===== src/hdl/lfp_pkg.sv =====
// Shared constants and types for the lidar frame parser.
// No dependencies; imported by every module of the block.
package lfp_pkg;

  // Frame layout.
  localparam int unsigned FrameBytes = 9;
  localparam int unsigned PosW       = $clog2(FrameBytes);
  localparam logic [7:0]  HdrByte    = 8'h59;

  // Frame byte positions with a fixed meaning.
  localparam logic [PosW-1:0] PosHdr0   = PosW'(0);
  localparam logic [PosW-1:0] PosHdr1   = PosW'(1);
  localparam logic [PosW-1:0] PosDistLo = PosW'(2);
  localparam logic [PosW-1:0] PosDistHi = PosW'(3);
  localparam logic [PosW:0]   PosLimit  = (PosW + 1)'(FrameBytes);
  localparam logic [PosW:0]   PosCsum   = (PosW + 1)'(FrameBytes - 1);

  // Near threshold after reset.
  localparam logic [15:0] ThreshReset = 16'd5;

  // Queue between the parser and the trend stage.
  localparam int unsigned QDepth = 2;
  localparam int unsigned QPtrW  = $clog2(QDepth);

  // One request from the parser: a good frame's distance.
  typedef struct packed {
    logic        valid;
    logic [15:0] distance;
  } lfp_frame_t;

endpackage


===== src/hdl/lfp_front.sv =====
// Front part: hunts for frame headers, sums bytes and checks the checksum.
// Depends on lfp_pkg; emits one request per good frame.
module lfp_front
  import lfp_pkg::*;
(
  input  logic        clk_i,
  input  logic        rst_ni,
  input  logic        accept_i,
  input  logic [7:0]  rx_byte_i,
  output lfp_frame_t  frame_o
);

  logic [PosW-1:0] pos_q, pos_d;
  logic [7:0]      sum_q, sum_d;
  logic [7:0]      dist_lo_q, dist_lo_d;
  logic [7:0]      dist_hi_q, dist_hi_d;
  logic [PosW:0]   pos_ext;
  logic [7:0]      sum_next;

  assign pos_ext  = {1'b0, pos_q};
  assign sum_next = sum_q + rx_byte_i;

  // Byte classification and next parser state.
  always_comb begin
    pos_d             = pos_q;
    sum_d             = sum_q;
    dist_lo_d         = dist_lo_q;
    dist_hi_d         = dist_hi_q;
    frame_o.valid     = 1'b0;
    frame_o.distance  = {dist_hi_q, dist_lo_q};
    if (accept_i) begin
      if (pos_ext >= PosLimit || pos_q == PosHdr0) begin
        // Hunting for the first header byte.
        if (rx_byte_i == HdrByte) begin
          sum_d = rx_byte_i;
          pos_d = PosHdr1;
        end else begin
          sum_d = 8'd0;
          pos_d = PosHdr0;
        end
      end else if (pos_q == PosHdr1) begin
        // A bad second header byte is not retried as a first header.
        if (rx_byte_i == HdrByte) begin
          sum_d = sum_next;
          pos_d = pos_q + PosW'(1);
        end else begin
          sum_d = 8'd0;
          pos_d = PosHdr0;
        end
      end else if (pos_ext < PosCsum) begin
        // Payload bytes.
        if (pos_q == PosDistLo) begin
          dist_lo_d = rx_byte_i;
        end else if (pos_q == PosDistHi) begin
          dist_hi_d = rx_byte_i;
        end
        sum_d = sum_next;
        pos_d = pos_q + PosW'(1);
      end else begin
        // Checksum byte ends the frame either way.
        frame_o.valid = (rx_byte_i == sum_q);
        sum_d         = 8'd0;
        pos_d         = PosHdr0;
      end
    end
  end

  // Parser state registers.
  always_ff @(posedge clk_i or negedge rst_ni) begin
    if (!rst_ni) begin
      pos_q     <= PosHdr0;
      sum_q     <= 8'd0;
      dist_lo_q <= 8'd0;
      dist_hi_q <= 8'd0;
    end else begin
      pos_q     <= pos_d;
      sum_q     <= sum_d;
      dist_lo_q <= dist_lo_d;
      dist_hi_q <= dist_hi_d;
    end
  end

endmodule


===== src/hdl/lfp_fifo.sv =====
// Short queue of good-frame distances between the parser and the trend stage.
// Depends on lfp_pkg for depth and request type.
module lfp_fifo
  import lfp_pkg::*;
(
  input  logic        clk_i,
  input  logic        rst_ni,
  input  lfp_frame_t  wr_i,
  output logic        full_o,
  input  logic        rd_i,
  output lfp_frame_t  rd_o
);

  logic [15:0]      mem_q [QDepth];
  logic [QPtrW-1:0] wr_ptr_q, rd_ptr_q;
  logic [QPtrW:0]   count_q;
  logic             do_wr, do_rd;

  assign full_o      = (count_q == (QPtrW + 1)'(QDepth));
  assign rd_o.valid  = (count_q != '0);
  assign rd_o.distance = mem_q[rd_ptr_q];
  assign do_wr       = wr_i.valid;
  assign do_rd       = rd_i && rd_o.valid;

  // Storage; written only when the parser is allowed to take bytes.
  always_ff @(posedge clk_i) begin
    if (do_wr) begin
      mem_q[wr_ptr_q] <= wr_i.distance;
    end
  end

  // Pointers and fill count.
  always_ff @(posedge clk_i or negedge rst_ni) begin
    if (!rst_ni) begin
      wr_ptr_q <= '0;
      rd_ptr_q <= '0;
      count_q  <= '0;
    end else begin
      if (do_wr) begin
        wr_ptr_q <= (wr_ptr_q == QPtrW'(QDepth - 1)) ? '0 : wr_ptr_q + QPtrW'(1);
      end
      if (do_rd) begin
        rd_ptr_q <= (rd_ptr_q == QPtrW'(QDepth - 1)) ? '0 : rd_ptr_q + QPtrW'(1);
      end
      if (do_wr && !do_rd) begin
        count_q <= count_q + (QPtrW + 1)'(1);
      end else if (do_rd && !do_wr) begin
        count_q <= count_q - (QPtrW + 1)'(1);
      end
    end
  end

endmodule


===== src/hdl/lfp_back.sv =====
// Back part: updates the trend flags and holds the result register.
// Depends on lfp_pkg; takes requests from lfp_fifo.
module lfp_back
  import lfp_pkg::*;
(
  input  logic        clk_i,
  input  logic        rst_ni,
  input  logic [15:0] threshold_i,
  input  lfp_frame_t  frame_i,
  output logic        take_o,
  output logic        empty_o,
  input  logic        pop_i,
  output logic [15:0] distance_o,
  output logic        moving_closer_o,
  output logic        moving_further_o
);

  logic        out_valid_q;
  logic [15:0] dist_q;
  logic [15:0] last_q;
  logic        closer_q, closer_d;
  logic        further_q, further_d;

  assign empty_o          = !out_valid_q;
  assign distance_o       = dist_q;
  assign moving_closer_o  = closer_q;
  assign moving_further_o = further_q;

  // A new request moves in when the result register is free or being taken.
  assign take_o = frame_i.valid && (!out_valid_q || pop_i);

  // Trend update against the previous good distance; both flags clear at or below the threshold.
  always_comb begin
    closer_d  = closer_q;
    further_d = further_q;
    if (frame_i.distance > threshold_i) begin
      if (frame_i.distance > last_q) begin
        closer_d  = 1'b0;
        further_d = 1'b1;
      end else if (frame_i.distance < last_q) begin
        closer_d  = 1'b1;
        further_d = 1'b0;
      end
    end else begin
      closer_d  = 1'b0;
      further_d = 1'b0;
    end
  end

  // Result register and trend state.
  always_ff @(posedge clk_i or negedge rst_ni) begin
    if (!rst_ni) begin
      out_valid_q <= 1'b0;
      dist_q      <= 16'd0;
      last_q      <= 16'd0;
      closer_q    <= 1'b0;
      further_q   <= 1'b0;
    end else begin
      if (take_o) begin
        out_valid_q <= 1'b1;
        dist_q      <= frame_i.distance;
        last_q      <= frame_i.distance;
        closer_q    <= closer_d;
        further_q   <= further_d;
      end else if (pop_i) begin
        out_valid_q <= 1'b0;
      end
    end
  end

endmodule


===== src/hdl/lidar_frame_parser_with_trend.sv =====
// Top level of the lidar frame parser with distance trend flags.
// Depends on lfp_pkg, lfp_front, lfp_fifo and lfp_back.
//
//   Channel   Handshake          Payload
//   input     push / full        rx_byte_i
//   result    empty / pop        distance_o, moving_closer_o, moving_further_o
//   config    cfg_we_i           cfg_data_i (near threshold)
//
// One byte is taken every cycle while push is high and full is low. A good
// frame's result passes, after its checksum byte, through the distance queue
// and then the result register. full rises only when the two-entry distance
// queue is full, which happens when results are not popped. Reset is
// asynchronous and needs no clearing pass; the threshold resets to 5.
module lidar_frame_parser_with_trend
  import lfp_pkg::*;
(
  input  logic        clk_i,
  input  logic        rst_ni,
  input  logic        push,
  output logic        full,
  input  logic [7:0]  rx_byte_i,
  output logic        empty,
  input  logic        pop,
  output logic [15:0] distance_o,
  output logic        moving_closer_o,
  output logic        moving_further_o,
  input  logic        cfg_we_i,
  input  logic [15:0] cfg_data_i
);

  logic [15:0] threshold_q;
  logic        accept;
  logic        take;
  lfp_frame_t  front_req;
  lfp_frame_t  queue_req;

  // Input request is accepted when the queue has room.
  assign accept = push && !full;

  // Near threshold register.
  always_ff @(posedge clk_i or negedge rst_ni) begin
    if (!rst_ni) begin
      threshold_q <= ThreshReset;
    end else if (cfg_we_i) begin
      threshold_q <= cfg_data_i;
    end
  end

  lfp_front u_front (
    .clk_i     (clk_i),
    .rst_ni    (rst_ni),
    .accept_i  (accept),
    .rx_byte_i (rx_byte_i),
    .frame_o   (front_req)
  );

  lfp_fifo u_fifo (
    .clk_i  (clk_i),
    .rst_ni (rst_ni),
    .wr_i   (front_req),
    .full_o (full),
    .rd_i   (take),
    .rd_o   (queue_req)
  );

  lfp_back u_back (
    .clk_i            (clk_i),
    .rst_ni           (rst_ni),
    .threshold_i      (threshold_q),
    .frame_i          (queue_req),
    .take_o           (take),
    .empty_o          (empty),
    .pop_i            (pop),
    .distance_o       (distance_o),
    .moving_closer_o  (moving_closer_o),
    .moving_further_o (moving_further_o)
  );

endmodule

===== config.mk =====
export PLATFORM = sky130hd
export DESIGN_NAME = lidar_frame_parser_with_trend
export DESIGN_NICKNAME = d
export VERILOG_FILES = /design/src/hdl/lfp_pkg.sv /design/src/hdl/lfp_front.sv /design/src/hdl/lfp_fifo.sv /design/src/hdl/lfp_back.sv /design/src/hdl/lidar_frame_parser_with_trend.sv
export SDC_FILE = /design/constraint.sdc
export NUM_CORES = 1
export LEC_CHECK = 0
export BUFFER_PORTS_ARGS = -buffer_cell sky130_fd_sc_hd__buf_2
export CORE_MARGIN = 8
export CORE_UTILIZATION = 54
export DETAILED_ROUTE_END_ITERATION = 10
export HOLD_SLACK_MARGIN = 0.02
export PLACE_DENSITY = 0.89
export REMOVE_ABC_BUFFERS = 1
export SETUP_SLACK_MARGIN = 0.4
export SLEW_MARGIN = 40
export SYNTH_ARGS = -nofsm -noshare
export SYNTH_HDL_FRONTEND = slang
export SYNTH_HIERARCHICAL = 1
export SYNTH_SLANG_ARGS = --single-unit

===== constraint.sdc =====
create_clock -name clk_i -period 2.9 [get_ports clk_i]
set_clock_uncertainty 0.15 [all_clocks]
set_input_delay 0.435 -clock clk_i [delete_from_list [all_inputs] [get_ports clk_i]]
set_output_delay 0.435 -clock clk_i [all_outputs]
set_load 0.01 [all_outputs]

Yosys cells after proc, flatten, opt, wreduce, memory -nomap -nowiden --
Memory sizes are Yosys's and may differ from the RTL's. Cells that the tools add are included. Widths: inputs -> output; s select.
Storage, ports and cells: register bits after elaboration 67, memory bits (writable) 32, output and inout bits 20, logic and storage cells 80, memories kept 1
Memories:
- u_fifo.mem_q | depth 2, bits a word 16, rd ports 1, clocked after Yosys merged registers in 0, wr ports 1, line lfp_fifo.sv:14 | logic [15:0] mem_q [QDepth];
Cells by class: add/subtract/negate cells 6, $lt $le $gt $ge 5, eq/ne operators 7, multiplexer cells 28, bitwise gates (word level) 3, reductions and logical operators 18
Operators by type and width (number):
- $mux 8 | 5
- $gt 16x16->1 | 2
- $mux 1 | 17
- $lt 16x16->1 | 1
- $mux 4 | 4
- $add 8x8->8 | 1
- $eq 4x2->1 const B | 2
- $eq 8x7->1 const B | 1
- $eq 8x8->1 | 1
- $reduce_and 6->1 | 1
- $reduce_bool 2->1 | 3
- $logic_and 1x1->1 | 5
- $reduce_and 5->1 | 1
- $add 4x1->4 const B | 1
- $eq 4x1->1 const B | 1
- $ge 4x4->1 const B | 1
- $logic_not 1->1 | 4
- $logic_not 4->1 | 1
- $lt 4x4->1 const B | 1
- $mux 2 | 2
- $ne 3x3->1 const B | 1
- $not 1->1 | 3
- $add 1x1->1 const B | 2
- $add 2x1->2 const B | 1
- 4 further kinds | 5

Depth between registers and ports, before layout --
Gate-level depths: netlist of run 1.
depth after elaboration 9, depth in mapped cells 10, depth with buffers taken out 10

Hierarchy --
Netlist of run 1, hierarchy kept.
Modules (own cells, without submodules):
- lfp_front | instances 1, cells each 143, area each 1630.3 um^2, seq. area each 700.7 um^2
- lfp_back | instances 1, cells each 178, area each 1529.0 um^2, seq. area each 475.5 um^2
- lfp_fifo | instances 1, cells each 66, area each 1395.1 um^2, seq. area each 1061.0 um^2
- lidar_frame_parser_with_trend | instances 1, cells each 35, area each 658.1 um^2, seq. area each 402.9 um^2

Worst setup path before layout of run 1 --
OpenSTA, ideal clock, no wires.
path kind register to register, start register u_front.pos_q[0], end memory u_fifo.mem_q[0][0], enable pin, setup time 0.390 ns, data arrival time 2.243 ns, required time 2.360 ns, slack 0.117 ns, cell stages (with the launch flop) 8, path through dfrtp_1 > inv_1 > ha_1 > a21oi_1 > a31oi_1 > nand2b_1 > nor2_1 > nor2b_1
RTL lines:
- start, declared | line lfp_front.sv:13 | logic [PosW-1:0] pos_q, pos_d;
- start signal, assigned | line lfp_front.sv:71 | pos_q <= PosHdr0;
- start signal, assigned | line lfp_front.sv:76 | pos_q <= pos_d;
- end, declared | line lfp_fifo.sv:14

==> run_results.csv, run 1 <==
group,metric,value,unit
min_path,whs_path_depth,2,
status,status,"completed",
die,die_h,114,um
clock_network,cts_buffers,9,
setup_path,slowest_stage,"a2111o_1",
clock_network,clk_pin_slew,0.10,ns
layout,nets,564,
route,drt-initial-drc-count,266,
global_routing,grt_max_degree,40,
sta,finalHoldViolations,0,
layout,syn2layout_area_growth,15.8,%
die,rows,36,
placement,hpwl,7.69,mm
clock_network,cts_sinks,99,
layout,layout-drive-gt1-share,31.6,%
clock_network,cts_tree,"done",
global_routing,antenna_found_initial,0,
logic_synthesis,synth_top_cell_by_area,"dfrtp_1",
route,drc_errors,0,
layout,final_cell_mix,"dfrtp_1 (65), buf_2 (48), inv_1 (43)",
logic_synthesis,ys_warn_count,6,
placement,placed_cell_area,5600,um2
power_and_ir_drop,ir_worst_vdd,0.000332,V
die,coreArea,9550,um2
global_routing,grt_pass1_wl,18.0,mm
route,wire_per_inst,17.2,um
route,vias,3532,
global_routing,grt-ovfl-total,0,
sta,relSlewSlack,56.0,%
route,drt_pass1_iterations,4,
logic_synthesis,ys_top_cells_by_area,"dfrtp_1 (31%), edfxtp_1 (18%), ha_1 (11%), mux2_2 (6.3%), mux2_4 (5.5%)",
job,drv_cap,0,
die,dieWidth,114,um
logic_synthesis,avgSynthCellArea,12.4,um2
sta,rsz0062_at_grt,"yes",
logic_synthesis,synth_edf_count,32,
clock_network,cts_htree_levels,3,
logic_synthesis,async_reset_ff_share,67.7,%
die,initial_core_util,54.6,%
placement,gp_congestion,0.908,
logic_synthesis,netlist_area,5210,um2
setup_path,reg2reg_setup_slack,0.21,ns
route,wirelength,10.8,mm
sta,slew_violations,0,
route,ant_nets,0,
logic_synthesis,synth_top_area_share,31.2,%
setup_path,r2r_start,"u_fifo/rd_ptr_q$_DFFE_PN0P_",
setup_path,crit_required,3.06,ns
clock_network,clockBufferDepth,2,
sta,fin_crit,2.69,ns
global_routing,grt_pass1_vias,3748,
sta,tns,0,ns
sta,fin_crit_sh,92.7,%
min_path,hold_path_class,"input port to flop",
layout,layout_commonest_cell,"dfrtp_1",
setup_path,cp.arrival,2.85,ns
logic_synthesis,synth-main-ff-cell,"dfrtp_1",
setup_path,end_kind,"flop",
setup_path,reg2regPathDepth,9,
power_and_ir_drop,power_density,613,nW/um2
sta,tightest_slew,0.661,ns
setup_path,cp_max_fo,10,
power_and_ir_drop,leakage,2.74,nW
clock_network,clk_latency,0.37,ns
die,dieArea,13100,um2
layout,n_antenna_cell,0,
setup_path,r2r-end,"u_back/moving_closer_o$_DFFE_PN0P_",
layout,fillCellCount,709,
placement,port_buffers,48,
die,ios,49,
clock_network,cts_root_buf,"clkbuf_8",
logic_synthesis,synth_cell_types,57,
logic_synthesis,ys_ff_latch,99,
route,via_per_inst,5.64,
setup_path,max_stage_delay,0.45,ns
sta,finalSetupViolations,0,
global_routing,grtUsageTotal,17.4,%
sta,fmax,372,MHz
layout,stdcell_area,6040,um2
setup_path,crit_path_cell_trace,"buf_12, buf_4, mux2_4, ha_1, nand4_4, a2111o_1, a31oi_4, a31o_1, a22o_1",
min_path,hold_start,"cfg_data_i[8]",
setup_path,critPathKind,"flop to flop",
setup_path,worst_setup_path_start_kind,"flop",
logic_synthesis,ys_seq_area_share,50.6,%
min_path,holdPathEnd,"threshold_q[8]$_DFFE_PN0P_",
logic_synthesis,synthesis.instances,422,
## sequential cells by signal, indices dropped and copies added, names as in the netlist, 2 cells and up
| register | count |
|---|---|
| u_back/last_q | 16 |
| u_fifo/mem_q | 32 |
| u_fifo/count_q | 2 |
| threshold_q | 16 |
| u_front/dist_lo_q | 8 |
| u_front/pos_q | 4 |
| u_front/dist_hi_q | 8 |
| u_front/sum_q | 8 |
## timing repair
action	in CTS	in global routing
hold endpoints to repair	26	0
endpoints found under the setup margin	2	35
cloned	0	0
hold buffers	1	0
resized for setup	15	3
buffers inserted	9	0
pin swaps	7	4
## through the flow
stage / power [W] / std cells / utilization, % / hold slack, ns / worst slack, ns
2_1_floorplan: 0.00243 / 412 / - / -0.0106 / -0.196
3_3_place_gp: 0.00274 / 600 / 58.7 / 0.300 / 0.341
3_5_place_dp: 0.00281 / 600 / 58.7 / 0.307 / 0.216
4_1_cts: 0.00369 / 626 / 63.1 / 0.128 / 0.249
5_1_grt: 0.00392 / 626 / 63.2 / 0.127 / 0.134
6_report: 0.00370 / 626 / 63.2 / 0.141 / 0.212
## routing by layer
| metal | wire length (um) | track usage [%] | vias up |
|---|---|---|---|
| met5 | 0 | 0 | - |
| met1 | 4500 | 20.5 | 1718 |
| met4 | 282 | 6.74 | 0 |
| li1 | - | - | 1642 |
| met2 | 5210 | 29.5 | 146 |
| met3 | 783 | 5.06 | 26 |
## synth_stat cells, types with 6 or more instances
master    number
mux2_2        29
nand2_1       29
o21ai_0       21
nand3_1       14
dfrtp_1       65
a21oi_1       20
nor2_1        13
inv_1         43
edfxtp_1      32
mux2_4        19
nand4_1        6
ha_1          46
xor2_1         6
## worst max-delay path by stage
stage,start,to,slack (ns),depth (start not counted)
floorplan,u_fifo/count_q[1]$_DFFE_PN0P_,u_fifo/mem_q[0][0]$_DFFE_PP_,-0.20,5
global placement,u_fifo/rd_ptr_q$_DFFE_PN0P_,u_back/moving_closer_o$_DFFE_PN0P_,0.34,9
detailed placement,u_fifo/rd_ptr_q$_DFFE_PN0P_,u_back/moving_closer_o$_DFFE_PN0P_,0.22,9
CTS,u_fifo/rd_ptr_q$_DFFE_PN0P_,u_back/moving_closer_o$_DFFE_PN0P_,0.25,10
global route,u_fifo/rd_ptr_q$_DFFE_PN0P_,u_back/moving_closer_o$_DFFE_PN0P_,0.13,9
finish,u_fifo/rd_ptr_q$_DFFE_PN0P_,u_back/moving_closer_o$_DFFE_PN0P_,0.21,9
## worst max-delay path, delay by kind of cell (launching register included)
| family | cells | cell delay [ns] |
|---|---|---|
| fa+ha+maj | 1 | 0.35 |
| simple gates | 1 | 0.13 |
| buf+inv | 2 | 0.30 |
| mux | 1 | 0.32 |
| flops | 1 | 0.42 |
| compound gates | 4 | 0.96 |
## report_power, final
part,switching (W),internal (W),leakage (nW)
registers,0.000120,0.00164,1.14
clock network,0.000505,0.000330,0.0909
logic,0.000624,0.000477,1.52
total,0.00125,0.00245,2.74
## cells by family after synthesis
| logic type | Yosys count | synth area share [%] |
|---|---|---|
| and+or+nand+nor | 89 | 9.87 |
| DFF | 99 | 50.6 |
| AOI/OAI and AO/OA | 75 | 9.60 |
| xor gates and xnor gates | 11 | 1.85 |
| buffers and inverters | 53 | 4.87 |
| adders and majority gates | 47 | 11.4 |
| muxes | 48 | 11.7 |
## layout make-up
| class | count | area (um2) | share of cell area (%) |
|---|---|---|---|
| clock inverters | 6 | 56.3 | 0.932 |
| well taps | 133 | 166 | 2.76 |
| repair buffers | 65 | 424 | 7.02 |
| flip-flops and latches | 99 | 2640 | 43.7 |
| multi-input cells | 270 | 2460 | 40.8 |
| inverters | 43 | 161 | 2.67 |
| clock buffers | 10 | 128 | 2.11 |
No activity file was read; power rests on OpenSTA's default activity.
==> run 2: changes to the inputs <==
CORE_MARGIN = unset   (was 8)
CORE_UTILIZATION = 60   (was 54)
PLACE_DENSITY = 0.93   (was 0.89)
clock period = 3 ns   (was 2.9 ns; I/O delays follow)
==> run 2 against run 1 <==
Compared with the run above: fmax grew 0.44%; critical path depth is the same; sequential power shrank 3%; largest power group unchanged; sequential cell count is the same; first-iteration DRC count shrank 58%; clock-buffer cell count shrank 1; cell count shrank 5.3%; wire length shrank 6.0%; register-to-register slack gained 0.11 ns; highest routed layer unchanged; global-route usage grew 6.8 points; sequential share of layout area grew 1.5 points.
==> run_results.csv, run 2 (synthesis gave the netlist of run 1 again) <==
group,metric,value,unit
layout,regMostFlops,"u_fifo/mem_q",
setup_path,crit_path_cell_trace,"buf_4, mux2_4, ha_1, a21oi_1, o21ai_0, a221oi_2, a31oi_4, a31o_1, a22o_1",
die,coreArea,8300,um2
global_routing,grt-ovfl-total,0,
sta,finalHoldViolations,0,
global_routing,grt_pass1_vias,3517,
power_and_ir_drop,leakage,2.72,nW
sta,fin_crit,2.68,ns
die,rows,33,
layout,final_cell_mix,"dfrtp_1 (64), buf_2 (48), ha_1 (46)",
setup_path,critPathKind,"flop to flop",
power_and_ir_drop,clockPowerShare,23.6,%
job,drv_cap,0,
clock_network,cts_sinks,99,
layout,largest_reg_flops,32,
setup_path,max_stage_delay,0.46,ns
layout,multi_input_area,2340,um2
power_and_ir_drop,ir_worst_vdd,0.000355,V
clock_network,clk_latency,0.37,ns
sta,tightest_slew,0.444,ns
power_and_ir_drop,swShare,33.9,%
route,wirelength,10.1,mm
power_and_ir_drop,power_density,606,nW/um2
sta,fin_crit_sh,89.2,%
min_path,hold_path_class,"input port to flop",
layout,fillCellCount,584,
route,via_per_inst,5.72,
setup_path,crit_required,3.12,ns
die,die_h,95.2,um
layout,nets,559,
layout,largestRegisters,"u_fifo/mem_q (32), threshold_q (16), u_back/last_q (16)",
route,drt-initial-drc-count,111,
sta,whs,0.160,ns
placement,gp_congestion,0.854,
clock_network,cts_root_buf,"clkbuf_8",
placement,port_buffers,48,
layout,regArea,2640,um2
setup_path,worst_setup_path_start_kind,"flop",
route,drt_pass1_iterations,4,
die,dieArea,9060,um2
global_routing,grt_max_degree,37,
power_and_ir_drop,p_comb_share,28.1,%
placement,hpwl,7.49,mm
sta,relSlewSlack,70.1,%
power_and_ir_drop,p_int,0.00234,W
die,initial_core_util,62.8,%
layout,syn2layout_area_growth,12.0,%
clock_network,cts_htree_levels,3,
die,ios,49,
setup_path,path_delay_family,"compound AO/OA/AOI/OAI gates",
setup_path,end_kind,"flop",
global_routing,antenna_found_initial,0,
sta,finalSetupViolations,0,
clock_network,cts_tree,"done",
power_and_ir_drop,p_switching,0.00120,W
clock_network,clk_pin_slew,0.10,ns
status,status,"completed",
setup_path,slowest_stage,"dfrtp_2",
route,drc_errors,0,
route,ant_nets,0,
sta,fmax,374,MHz
setup_path,cp.arrival,2.80,ns
layout,layout_commonest_cell,"dfrtp_1",
placement,dp_slack,0.314,ns
setup_path,cp_max_fo,5,
setup_path,reg2reg_setup_slack,0.32,ns
route,vias,3392,
die,dieWidth,95.2,um
layout,n_antenna_cell,0,
sta,slew_violations,0,
global_routing,grtUsageTotal,24.2,%
clock_network,cts_buffers,9,
sta,rsz0062_at_grt,"yes",
power_and_ir_drop,pwr-share-seq,48.3,%
clock_network,clockBufferDepth,2,
setup_path,cp_num_buf_inv,1,
route,wire_per_inst,17.1,um
sta,setup_ws,0.324,ns
global_routing,grt_pass1_wl,16.4,mm
layout,layout-drive-gt1-share,29.3,%
run 2: power by group through the flow:
stage / Sequential (W) / Combinational [W] / Clock, W
after global placement: 0.00172 / 0.000912 / 0
after detailed placement: 0.00174 / 0.000958 / 0
final: 0.00171 / 0.000995 / 0.000835
after CTS: 0.00171 / 0.000975 / 0.000857
after floorplan: 0.00176 / 0.000597 / 0
after global routing: 0.00173 / 0.00112 / 0.000910
run 2: timing repair:
action,4_1_cts,5_1_grt
hold endpoints to repair,29,0
buffers inserted,1,1
resized for setup,5,3
pin swaps,1,2
cloned,1,0
hold buffers,1,0
endpoints found under the setup margin,2,35
run 2: worst register-to-register path, cell delays in order, from the launching register on:
cell	delay, ns
dfrtp_2	0.46
buf_4	0.18
mux2_4	0.33
ha_1	0.19
a21oi_1	0.17
o21ai_0	0.21
a221oi_2	0.38
a31oi_4	0.14
a31o_1	0.20
a22o_1	0.17
run 2: worst paths after layout:
path | from | end | cells past startpoint
min reg2reg | u_front/dist_lo_q[6]$_DFFE_PN0P_ | u_fifo/mem_q[1][6]$_DFFE_PP_ | 0
min in group asynchronous | rst_ni | threshold_q[3]$_DFFE_PN0P_ | 2
max | u_fifo/rd_ptr_q$_DFFE_PN0P_ | u_back/moving_closer_o$_DFFE_PN0P_ | 9
min | cfg_data_i[10] | threshold_q[10]$_DFFE_PN0P_ | 2
max in group asynchronous | rst_ni | u_back/last_q[2]$_DFFE_PN0P_ | 4
max reg2reg | u_fifo/rd_ptr_q$_DFFE_PN0P_ | u_back/moving_closer_o$_DFFE_PN0P_ | 9
run 2: area by class of cell:
cell class,count,area share [%]
clock inverters,7,1.20
multi-input cells,270,40.0
clock buffers,9,2.12
repair buffers,60,6.39
inverters,43,2.77
well taps,105,2.25
flip-flops and latches,99,45.3
run 2: layer usage:
layer | routed length [um] | share of wire [%] | GRT usage [%]
met1 | 4290 | 42 | 28.5
met2 | 5030 | 50 | 40.4
met3 | 486 | 4.8 | 5.66
met4 | 328 | 3.2 | 13.9
met5 | 0 | 0 | 0
run 2: through the flow:
step,instances,setup TNS [ns],utilization [%],cell area [um2],total power (W)
after floorplan,412,-1.54,-,5120,0.00235
after global placement,572,0,67.0,5560,0.00263
after detailed placement,572,0,67.0,5560,0.00270
after CTS,591,0,69.8,5790,0.00354
after global routing,593,0,70.3,5840,0.00376
final,593,0,70.3,5840,0.00354
